==> src/rtl/core/uapq_pkg.sv <==
// ----------------------------------------------------------------------------
// uapq_pkg: shared types and constants of the unsorted array priority queue
// Command and status codes, the sequencer state type and the default size.
// ----------------------------------------------------------------------------
`default_nettype none

package uapq_pkg;

	// Default number of entries the queue can hold
	localparam int unsigned UAPQ_CAPACITY = 64;

	// Field widths fixed by the item format
	localparam int unsigned DATA_W  = 32;
	localparam int unsigned COUNT_W = 7;

	typedef enum logic [1:0] {
		CMD_INSERT  = 2'd0,
		CMD_EXTRACT = 2'd1,
		CMD_FIND    = 2'd2,
		CMD_MODIFY  = 2'd3
	} cmd_t;

	typedef enum logic [1:0] {
		STS_OK        = 2'd0,
		STS_EMPTY     = 2'd1,
		STS_FULL      = 2'd2,
		STS_NOT_FOUND = 2'd3
	} status_t;

	typedef enum logic [2:0] {
		ST_IDLE,
		ST_DISPATCH,
		ST_SCAN,
		ST_SHIFT,
		ST_RESP
	} state_t;

endpackage : uapq_pkg

`default_nettype wire

==> src/rtl/core/uapq_cmd_if.sv <==
// ----------------------------------------------------------------------------
// uapq_cmd_if: command channel of the priority queue
// Valid/ready channel carrying one command item per handshake.
// ----------------------------------------------------------------------------
`default_nettype none

interface uapq_cmd_if;
	logic               valid;
	logic               ready;
	logic [1:0]         command;
	logic signed [31:0] item_value;
	logic signed [31:0] item_key;

	modport source (output valid, output command, output item_value, output item_key,
		input ready);
	modport sink (input valid, input command, input item_value, input item_key,
		output ready);
endinterface : uapq_cmd_if

// ----------------------------------------------------------------------------
// uapq_rsp_if: result channel of the priority queue
// Valid/ready channel carrying one result item per handshake.
// ----------------------------------------------------------------------------
interface uapq_rsp_if;
	logic               valid;
	logic               ready;
	logic [1:0]         status;
	logic signed [31:0] out_value;
	logic signed [31:0] out_key;
	logic [6:0]         entry_count;

	modport source (output valid, output status, output out_value, output out_key,
		output entry_count, input ready);
	modport sink (input valid, input status, input out_value, input out_key,
		input entry_count, output ready);
endinterface : uapq_rsp_if

`default_nettype wire

==> src/rtl/core/unsorted_array_priority_queue_unit.sv <==
// ----------------------------------------------------------------------------
// unsorted_array_priority_queue_unit: max-priority queue on an unsorted table
// Value/key pairs in insertion order, held in one single-port-write memory.
// ----------------------------------------------------------------------------
// Each command item yields exactly one result item. The entries live in a
// memory with one write and one registered read port, and one compare unit
// walks it one entry per cycle. Insert needs no scan. Find-max and
// modify-key walk the N entries held (modify stops at the first value
// match). Extract-max walks all N entries and then shifts down the entries
// after the maximum by one place; the scan and the shift-down both go
// through the single memory read port.
// The command channel is ready only while the sequencer is idle; a finished
// result waits in the output register and does not hold off the next command.
`default_nettype none

module unsorted_array_priority_queue_unit #(
	parameter int unsigned CAPACITY = uapq_pkg::UAPQ_CAPACITY
) (
	input  wire       clk,
	input  wire       arst_n,
	uapq_cmd_if.sink  cmd,
	uapq_rsp_if.source rsp
);
	import uapq_pkg::*;

	localparam int unsigned IDX_W = (CAPACITY > 1) ? $clog2(CAPACITY) : 1;
	localparam int unsigned CNT_W = $clog2(CAPACITY + 1);
	localparam int unsigned ENT_W = 2 * DATA_W;

	// Entry memory: value in the upper half, key in the lower half
	logic [ENT_W-1:0] mem [CAPACITY];

	state_t state_q, state_d;

	logic [CNT_W-1:0]  count_q;
	logic [CNT_W-1:0]  idx_q;
	logic              rd_vld_s1;
	logic [IDX_W-1:0]  rd_idx_s1;
	logic [ENT_W-1:0]  rd_data_s1;

	cmd_t              cmd_q;
	logic [DATA_W-1:0] val_q;
	logic [DATA_W-1:0] key_q;
	status_t           sts_q;
	logic [IDX_W-1:0]  best_idx_q;
	logic [DATA_W-1:0] best_val_q;
	logic [DATA_W-1:0] best_key_q;

	logic              out_vld_q;
	status_t           out_sts_q;
	logic [DATA_W-1:0] out_val_q;
	logic [DATA_W-1:0] out_key_q;
	logic [COUNT_W-1:0] out_cnt_q;

	// Control signals from the sequencer
	logic              accept;
	logic              is_full;
	logic              is_empty;
	logic              issue;
	logic              walk_done;
	logic              mod_hit;
	logic              better;
	logic              out_free;
	logic              mem_we;
	logic [IDX_W-1:0]  mem_waddr;
	logic [ENT_W-1:0]  mem_wdata;
	logic [DATA_W-1:0] rd_val;
	logic [DATA_W-1:0] rd_key;

	assign accept    = cmd.valid && cmd.ready;
	assign is_full   = (count_q == CNT_W'(CAPACITY));
	assign is_empty  = (count_q == '0);
	assign walk_done = (idx_q >= count_q) && !rd_vld_s1;
	assign out_free  = !out_vld_q || rsp.ready;
	assign rd_val    = rd_data_s1[ENT_W-1:DATA_W];
	assign rd_key    = rd_data_s1[DATA_W-1:0];

	// Shared compare unit: value match for modify, signed key compare for max
	assign mod_hit = (state_q == ST_SCAN) && rd_vld_s1 && (cmd_q == CMD_MODIFY)
		&& (rd_val == val_q);
	assign better  = (state_q == ST_SCAN) && rd_vld_s1 && (cmd_q != CMD_MODIFY)
		&& ((rd_idx_s1 == '0) || ($signed(rd_key) > $signed(best_key_q)));

	// Next state
	always_comb begin
		state_d = state_q;
		unique case (state_q)
			ST_IDLE: begin
				if (cmd.valid) state_d = ST_DISPATCH;
			end
			ST_DISPATCH: begin
				if (cmd_q == CMD_INSERT || is_empty) state_d = ST_RESP;
				else state_d = ST_SCAN;
			end
			ST_SCAN: begin
				if (mod_hit) state_d = ST_RESP;
				else if (walk_done) state_d = (cmd_q == CMD_EXTRACT) ? ST_SHIFT : ST_RESP;
			end
			ST_SHIFT: begin
				if (walk_done) state_d = ST_RESP;
			end
			ST_RESP: begin
				if (out_free) state_d = ST_IDLE;
			end
			default: state_d = ST_IDLE;
		endcase
	end

	// Sequencer outputs: ready, read issue and memory write
	always_comb begin
		cmd.ready = 1'b0;
		issue     = 1'b0;
		mem_we    = 1'b0;
		mem_waddr = count_q[IDX_W-1:0];
		mem_wdata = {val_q, key_q};
		unique case (state_q)
			ST_IDLE: begin
				cmd.ready = 1'b1;
			end
			ST_DISPATCH: begin
				mem_we = (cmd_q == CMD_INSERT) && !is_full;
			end
			ST_SCAN: begin
				issue = (idx_q < count_q);
				if (mod_hit) begin
					mem_we    = 1'b1;
					mem_waddr = rd_idx_s1;
					mem_wdata = {rd_val, key_q};
				end
			end
			ST_SHIFT: begin
				issue = (idx_q < count_q);
				if (rd_vld_s1) begin
					mem_we    = 1'b1;
					mem_waddr = rd_idx_s1 - 1'b1;
					mem_wdata = rd_data_s1;
				end
			end
			ST_RESP: begin
			end
			default: begin
			end
		endcase
	end

	// Memory: one write port, one registered read port
	always_ff @(posedge clk) begin
		if (mem_we) mem[mem_waddr] <= mem_wdata;
		rd_data_s1 <= mem[idx_q[IDX_W-1:0]];
		rd_idx_s1  <= idx_q[IDX_W-1:0];
	end

	// Control state
	always_ff @(posedge clk or negedge arst_n) begin
		if (!arst_n) begin
			state_q   <= ST_IDLE;
			count_q   <= '0;
			idx_q     <= '0;
			rd_vld_s1 <= 1'b0;
			out_vld_q <= 1'b0;
		end else begin
			state_q   <= state_d;
			rd_vld_s1 <= issue;
			// Advance the walk pointer
			if (state_q == ST_DISPATCH) idx_q <= '0;
			else if (state_q == ST_SCAN && walk_done && cmd_q == CMD_EXTRACT)
				idx_q <= CNT_W'(best_idx_q) + 1'b1;
			else if (issue) idx_q <= idx_q + 1'b1;
			// Track the entry count
			if (state_q == ST_DISPATCH && cmd_q == CMD_INSERT && !is_full)
				count_q <= count_q + 1'b1;
			else if (state_q == ST_SHIFT && walk_done)
				count_q <= count_q - 1'b1;
			// Hold the result until taken
			if (state_q == ST_RESP && out_free) out_vld_q <= 1'b1;
			else if (rsp.ready) out_vld_q <= 1'b0;
		end
	end

	// Item payload, running maximum and result
	always_ff @(posedge clk) begin
		if (accept) begin
			cmd_q <= cmd_t'(cmd.command);
			val_q <= cmd.item_value;
			key_q <= cmd.item_key;
		end
		if (state_q == ST_DISPATCH) begin
			if (cmd_q == CMD_INSERT && is_full) sts_q <= STS_FULL;
			else if (is_empty) begin
				case (cmd_q) inside
					CMD_EXTRACT, CMD_FIND: sts_q <= STS_EMPTY;
					CMD_MODIFY:            sts_q <= STS_NOT_FOUND;
					default:               sts_q <= STS_OK;
				endcase
			end else sts_q <= STS_OK;
		end else if (state_q == ST_SCAN && cmd_q == CMD_MODIFY && walk_done && !mod_hit)
			sts_q <= STS_NOT_FOUND;
		if (better) begin
			best_idx_q <= rd_idx_s1;
			best_val_q <= rd_val;
			best_key_q <= rd_key;
		end
		// Load the output register
		if (state_q == ST_RESP && out_free) begin
			out_sts_q <= sts_q;
			out_cnt_q <= COUNT_W'(count_q);
			if ((cmd_q == CMD_EXTRACT || cmd_q == CMD_FIND) && sts_q == STS_OK) begin
				out_val_q <= best_val_q;
				out_key_q <= best_key_q;
			end else begin
				out_val_q <= '0;
				out_key_q <= '0;
			end
		end
	end

	assign rsp.valid       = out_vld_q;
	assign rsp.status      = out_sts_q;
	assign rsp.out_value   = out_val_q;
	assign rsp.out_key     = out_key_q;
	assign rsp.entry_count = out_cnt_q;

endmodule : unsorted_array_priority_queue_unit

`default_nettype wire

==> src/flat_wrapper.sv <==
// flat-port wrapper written by rule: the top's interface ports become plain ports
module unsorted_array_priority_queue_unit_flat import uapq_pkg::*;
#(
	parameter int unsigned CAPACITY = uapq_pkg::UAPQ_CAPACITY
)
  (clk, arst_n, cmd_valid, cmd_command, cmd_item_value, cmd_item_key, cmd_ready, rsp_valid, rsp_status, rsp_out_value, rsp_out_key, rsp_entry_count, rsp_ready);
  uapq_cmd_if cmd_i ();
  uapq_rsp_if rsp_i ();
  input  wire clk;
  input  wire arst_n;
  input wire logic [$bits(cmd_i.valid)-1:0] cmd_valid;
  input wire logic [$bits(cmd_i.command)-1:0] cmd_command;
  input wire logic [$bits(cmd_i.item_value)-1:0] cmd_item_value;
  input wire logic [$bits(cmd_i.item_key)-1:0] cmd_item_key;
  output wire logic [$bits(cmd_i.ready)-1:0] cmd_ready;
  output wire logic [$bits(rsp_i.valid)-1:0] rsp_valid;
  output wire logic [$bits(rsp_i.status)-1:0] rsp_status;
  output wire logic [$bits(rsp_i.out_value)-1:0] rsp_out_value;
  output wire logic [$bits(rsp_i.out_key)-1:0] rsp_out_key;
  output wire logic [$bits(rsp_i.entry_count)-1:0] rsp_entry_count;
  input wire logic [$bits(rsp_i.ready)-1:0] rsp_ready;
  assign cmd_i.valid = cmd_valid;
  assign cmd_i.command = cmd_command;
  assign cmd_i.item_value = cmd_item_value;
  assign cmd_i.item_key = cmd_item_key;
  assign cmd_ready = cmd_i.ready;
  assign rsp_valid = rsp_i.valid;
  assign rsp_status = rsp_i.status;
  assign rsp_out_value = rsp_i.out_value;
  assign rsp_out_key = rsp_i.out_key;
  assign rsp_entry_count = rsp_i.entry_count;
  assign rsp_i.ready = rsp_ready;
  unsorted_array_priority_queue_unit #(.CAPACITY(CAPACITY)) u_core (.clk(clk), .arst_n(arst_n), .cmd(cmd_i), .rsp(rsp_i));
endmodule
==> config.mk <==
export PLATFORM = sky130hd
export DESIGN_NAME = unsorted_array_priority_queue_unit_flat
export DESIGN_NICKNAME = d
export VERILOG_FILES = /design/src/rtl/core/uapq_pkg.sv /design/src/rtl/core/uapq_cmd_if.sv /design/src/rtl/core/unsorted_array_priority_queue_unit.sv /design/src/flat_wrapper.sv
export SDC_FILE = /design/constraint.sdc
export NUM_CORES = 2
export LEC_CHECK = 0
export BUFFER_PORTS_ARGS = -buffer_cell sky130_fd_sc_hd__buf_2
export CAP_MARGIN = 20
export CORE_UTILIZATION = 40
export CTS_BUF_LIST = sky130_fd_sc_hd__clkbuf_2
export CTS_CLUSTER_DIAMETER = 50
export DETAILED_ROUTE_END_ITERATION = 8
export GPL_TIMING_DRIVEN = 0
export HOLD_SLACK_MARGIN = 0.05
export PLACE_DENSITY = 0.63
export SYNTH_ARGS = -nofsm -noshare
export SYNTH_HDL_FRONTEND = slang
export SYNTH_SLANG_ARGS = --single-unit
==> constraint.sdc <==
create_clock -name clk -period 10.7 [get_ports clk]
set_input_delay 1.07 -clock clk [delete_from_list [all_inputs] [get_ports clk]]
set_output_delay 1.07 -clock clk [all_outputs]
set_load 0.02 [all_outputs]
Word level (Yosys, flattened, before mapping)
Memories as Yosys holds them, arrays and structs flattened. A register that Yosys moved wholly into a read port is not among the register bits. Index checks and enable logic that the tools add are counted.

Register bits after elaboration: 236. Memories kept: 1. Input bits: 70. Output and inout bits: 75. RAM bits: 4096. Word-level logic and storage cells: 113.

Equality and inequality tests: 14. Multiplexer cells: 34. Reductions and logical operators: 39. $add $sub $neg: 5. Order comparisons: 3.

Memory list: u_core.mem (depth 64, width 64, read ports 1, clocked after memory_dff 1, write ports 1, line unsorted_array_priority_queue_unit.sv:31) `logic [ENT_W-1:0] mem [CAPACITY];`.

Operator list (number): $mux 64 (2); $pmux 64 s2 (1); $mux 7 (5); $eq 32x32->1 (1); $gt 32x32->1 (1); $mux 3 (7); $logic_and 1x1->1 (19); $pmux 3 s5 (1); $add 7x1->7 const B (2); $mux 2 (6); $mux 6 (2); $pmux 6 s2 (1); $mux 1 (8); $add 6x1->7 const B (1); $eq 7x7->1 const B (1); $ge 7x7->1 (1); $logic_not 7->1 (1); $lt 7x7->1 (1); $sub 7x1->7 const B (1); $eq 3x2->1 const B (2); $logic_not 6->1 (1); $reduce_bool 2->1 (3); $sub 6x1->6 const B (1); $eq 2x2->1 const B (2); other kinds (14) (24).

Depth between registers and ports, before layout
Depth after elaboration: 8. Depth in mapped cells: 19. Mapped depth without buffers: 15.

Worst setup path after synthesis
OpenSTA, ideal clock, no wires.

Path kind: flip-flop to flip-flop. From: register u_core.val_q[15]. To: memory u_core.mem[18][0] (netlist bit), enable pin. Buffers on the path: 1. Required time: 10056 ps. Cell stages (with the launch flop): 9. Arrival time: 8536 ps. Slack: 1520 ps. Path through: edfxtp_1 xor2_1 nor4_1 or4b_4 nor3_1 mux2_2 or3_1 clkbuf_1 nor4_1.

Longest elaborated chain between the ends: 6.

Ends and longest elaborated chain: start: declaration (line unsorted_array_priority_queue_unit.sv:42) `logic [DATA_W-1:0] val_q;`; start signal: assignment (line unsorted_array_priority_queue_unit.sv:184) `val_q <= cmd.item_value;`; $eq 32x32->1 (*) (line unsorted_array_priority_queue_unit.sv:80) `&& (rd_val == val_q);`; $logic_and 1x1->1 (*) (line unsorted_array_priority_queue_unit.sv:80); $mux 1 (line unsorted_array_priority_queue_unit.sv:125) `if (mod_hit) begin`; $pmux 1 s3 (line unsorted_array_priority_queue_unit.sv:116) `unique case (state_q)`; $mux 1 (line unsorted_array_priority_queue_unit.sv:148) `if (mem_we) mem[mem_waddr] <= mem_wdata;`; $mux 1 (implied by the code) (line unsorted_array_priority_queue_unit.sv:148); end: declaration (line unsorted_array_priority_queue_unit.sv:31).

Mark *: on every way between the ends. The rest lies on a longest branch, timed or not.

Worst setup path in the final report
From: register u_core.val_q[8]. To: memory u_core.mem[9][2] (netlist bit), enable pin.

The elaborated chain is that of the path after synthesis.

==> impl_metrics.json <==
{
  "cts_setup_buffers": 0,
  "met2_length_um": 240100,
  "seq_power_share_pct": 46.2,
  "worstPathArrival_ns": 8.42,
  "core-area_um2": 416300,
  "tightestPinTransition_ns": 1.191,
  "layout.cells.non_filler": 15420,
  "cts_made_buffers": 1151,
  "reg2regPathDepth": 15,
  "first_global_vias": 89640,
  "port_buffers": 144,
  "fin_nets": 9312,
  "pre_cts_ws_ns": 4.347,
  "post-route-period-util_pct": 61.76,
  "status": "complete, no violations",
  "dieArea_um2": 420800,
  "place_congestion": 0.8215,
  "yosysWarningCount": 0,
  "p_clk_share_pct": 24.7,
  "die_w_um": 648.7,
  "cts-resized-gates": 0,
  "synth_ff_type": "edfxtp_1",
  "powerDensity_nw_per_um2": 228.9,
  "n_fill_cell": 34270,
  "yosysSeqAreaShare_pct": 78.44,
  "fin_crit_ns": 6.608,
  "synth_cells": 6744,
  "drt-initial-drc-count": 11250,
  "post-dp-hpwl_um": 348400,
  "syn_nets": 6865,
  "synth_cell_types": 67,
  "drc": 0,
  "initial_utilization_pct": 40.18,
  "timing_worst_setup_path_type": "reg2reg",
  "clock_skew_ns": 0.2169,
  "cp-startpoint": "u_core.val_q[8]$_DFFE_PP_",
  "reg2reg_slack_ns": 4.09,
  "fp-row-count": 237,
  "cts_tree": "built",
  "dr_wl_met3_um": 46420,
  "syn_to_final_growth_pct": 17.78,
  "clock-sinks": 4396,
  "placedCellCount": 13250,
  "clkSlewWorstSetupHoldPaths_ns": 0.11,
  "critical_path_required_ns": 12.51,
  "ant_nets": 0,
  "fmax_mhz": 151.3,
  "ir_worst_vdd_mv": 0.1438,
  "r2r_start": "u_core.val_q[8]$_DFFE_PP_",
  "reg2reg_to": "u_core.mem[9][2]$_DFFE_PP_",
  "fin_tns_setup_ns": 0,
  "clock-root-buffer": "clkbuf_2",
  "p_int_mw": 30.67,
  "wl_met1_um": 171300,
  "cp_max_fo": 10,
  "avgViaCountPerCell": 5.641,
  "clk_path_buf_depth": 5,
  "ioPinCount": 145,
  "grt.total_usage_pct": 22.59,
  "p_sw_share_pct": 32.00,
  "mostFrequentLayoutCell": "edfxtp_1",
  "hp-class": "in2async",
  "clk_latency_ns": 2.27,
  "die_y_um": 648.7,
  "dpl_cell_area_um2": 183800,
  "power_switching_mw": 14.43,
  "drv_cap": 0,
  "antenna_found_initial": 39,
  "p_leak_nw": 64.52,
  "async_flop_share_pct": 0.4322,
  "ys_ff_latch": 4396,
  "layout_common_cells": "4307 x edfxtp_1, 1676 x clkbuf_2, 1344 x mux4_2",
  "avgSynthCellArea_um2": 24.80,
  "rsz0062_at_grt": "false",
  "cts_htree_levels": 7,
  "worstSetupEndpointType": "flop",
  "combPwrFrac_pct": 29.1,
  "finalInstanceArea_um2": 197000,
  "slew_viol_final": 0,
  "cp-endpoint": "u_core.mem[9][2]$_DFFE_PP_",
  "grt_overflow": 0,
  "hold_viol_final": 0,
  "dr_total_vias": 86980,
  "hold_slack_ns": 0.3326,
  "firstDrtPassIters": 6,
  "drt-wirelength-per-cell_um": 31.03,
  "netlist_area_um2": 167300,
  "drive_gt1_share_pct": 43.84,
  "synth_edf_count": 4307,
  "fin_ws_ns": 4.092,
  "grt_max_degree": 65,
  "grt_pass1_wl_um": 659400,
  "postRouteWirelength_um": 478500,
  "highest_layer": "met5",
  "crit_path_start_kind": "flop",
  "setup_viol": 0,
  "slew_headroom_pct": 20.61
}
registers in the layout (all words and copies together) (netlist names):
register / cells
u_core.rsp.entry_count: 7
u_core.key_q: 32
u_core.rsp.valid: 1
u_core.rsp.status: 2
u_core.best_key_q: 32
u_core.rsp.out_key: 32
u_core.cmd_q: 2
u_core.rd_idx_s1: 6
u_core.state_q: 3
u_core.rd_data_s1: 64
u_core.count_q: 7
u_core.idx_q: 7
u_core.rsp.out_value: 32
u_core.best_val_q: 32
u_core.val_q: 32
u_core.rd_vld_s1: 1
u_core.mem: 4096
u_core.best_idx_q: 6
u_core.sts_q: 2
what timing repair did:
action | CTS | global route
endpoints found under the hold margin | 227 | 0
hold buffers | 203 | 0
endpoints found under the setup margin | 0 | 0
final cells by class:
| class | instances | area, um^2 | share of cell area, % |
|---|---|---|---|
| multi-input combinational | 1947 | 35080 | 17.81 |
| inverter | 54 | 202.7 | 0.1029 |
| buffer | 347 | 1381 | 0.7011 |
| tap | 5497 | 6878 | 3.491 |
| sequential | 4396 | 131200 | 66.60 |
| clock inverter | 211 | 1398 | 0.7094 |
| clock buffer | 1644 | 8228 | 4.176 |
| timing repair buffer | 1294 | 12550 | 6.371 |
| antenna | 30 | 75.07 | 0.03811 |
power by group through the flow:
stage                     Combinational, mW  Sequential [mW]  Clock [mW]
after floorplan                        7.58             21.0           0
after global placement                 11.7             21.4           0
after detailed placement               12.7             21.3           0
after CTS                              12.8             20.9        11.4
after global routing                   13.7             20.8        12.2
final                                  13.1             20.8        11.1
how the worst min path moves through the flow:
| stage | from | endpoint | slack [ns] | cells after the start |
|---|---|---|---|---|
| floorplan | u_core.idx_q[0]$_DFFE_PN0P_ | u_core.rd_idx_s1[0]$_DFF_P_ | 0.36 | 0 |
| global placement | u_core.idx_q[0]$_DFFE_PN0P_ | u_core.rd_idx_s1[0]$_DFF_P_ | 0.39 | 0 |
| detailed placement | u_core.idx_q[0]$_DFFE_PN0P_ | u_core.rd_idx_s1[0]$_DFF_P_ | 0.39 | 0 |
| CTS | arst_n | u_core.count_q[0]$_DFFE_PN0P_ | 0.10 | 3 |
| global route | arst_n | u_core.count_q[3]$_DFFE_PN0P_ | 0.27 | 3 |
| finish | arst_n | u_core.count_q[2]$_DFFE_PN0P_ | 0.33 | 3 |
cells by family (layout without fill, tap and decap cells):
kind of cell	after synthesis	in the layout	synth area share (%)
DFF	4396	4396	78.44
and+or+nand+nor	358	358	1.215
muxes	1383	1383	18.35
buffers and inverters	401	3550	0.9215
other	0	30	0
xor gates and xnor gates	48	48	0.2513
AOI/OAI and AO/OA	107	107	0.4331
adders and majority gates	51	51	0.3860
worst max-delay path, stage by stage (launching register included):
cell and delay (ns):
edfxtp_1 0.69, xor2_1 0.46, nor4_1 0.39, or3b_2 0.65, nor3_4 0.38, nor2_2 0.29
a21o_1 0.34, buf_1 0.38, nor4_2 1.05, buf_4 0.35, buf_6 0.16, buf_6 0.15
buf_4 0.19, buf_4 0.21, buf_4 0.21, buf_4 0.22
cells in the mapped netlist (all sizes together) (25+ instances only):
cell	instances	area, um^2
xnor2	25	219.0
mux2	31	349.1
nor4	74	571.8
inv	54	202.7
clkbuf	248	930.9
dfxtp	70	1401
and2	66	412.9
buf	99	407.9
edfxtp	4307	129300
nand2	126	473.0
o21ai	28	147.6
mux4	1344	30270
ha	50	625.6
through the flow:
step / power [mW] / util (%)
2_1_floorplan: 28.60 / -
3_3_place_gp: 33.09 / 42.00
3_5_place_dp: 33.94 / 44.16
4_1_cts: 45.02 / 46.96
5_1_grt: 46.75 / 47.31
6_report: 45.10 / 47.32
layer usage:
layer | track usage [%] | vias up
li1 | - | 34740
met1 | 27.64 | 46300
met2 | 37.34 | 5125
met3 | 5.840 | 815
met4 | 11.22 | 6
met5 | 0 | -
(Power assumes the default switching activity.)
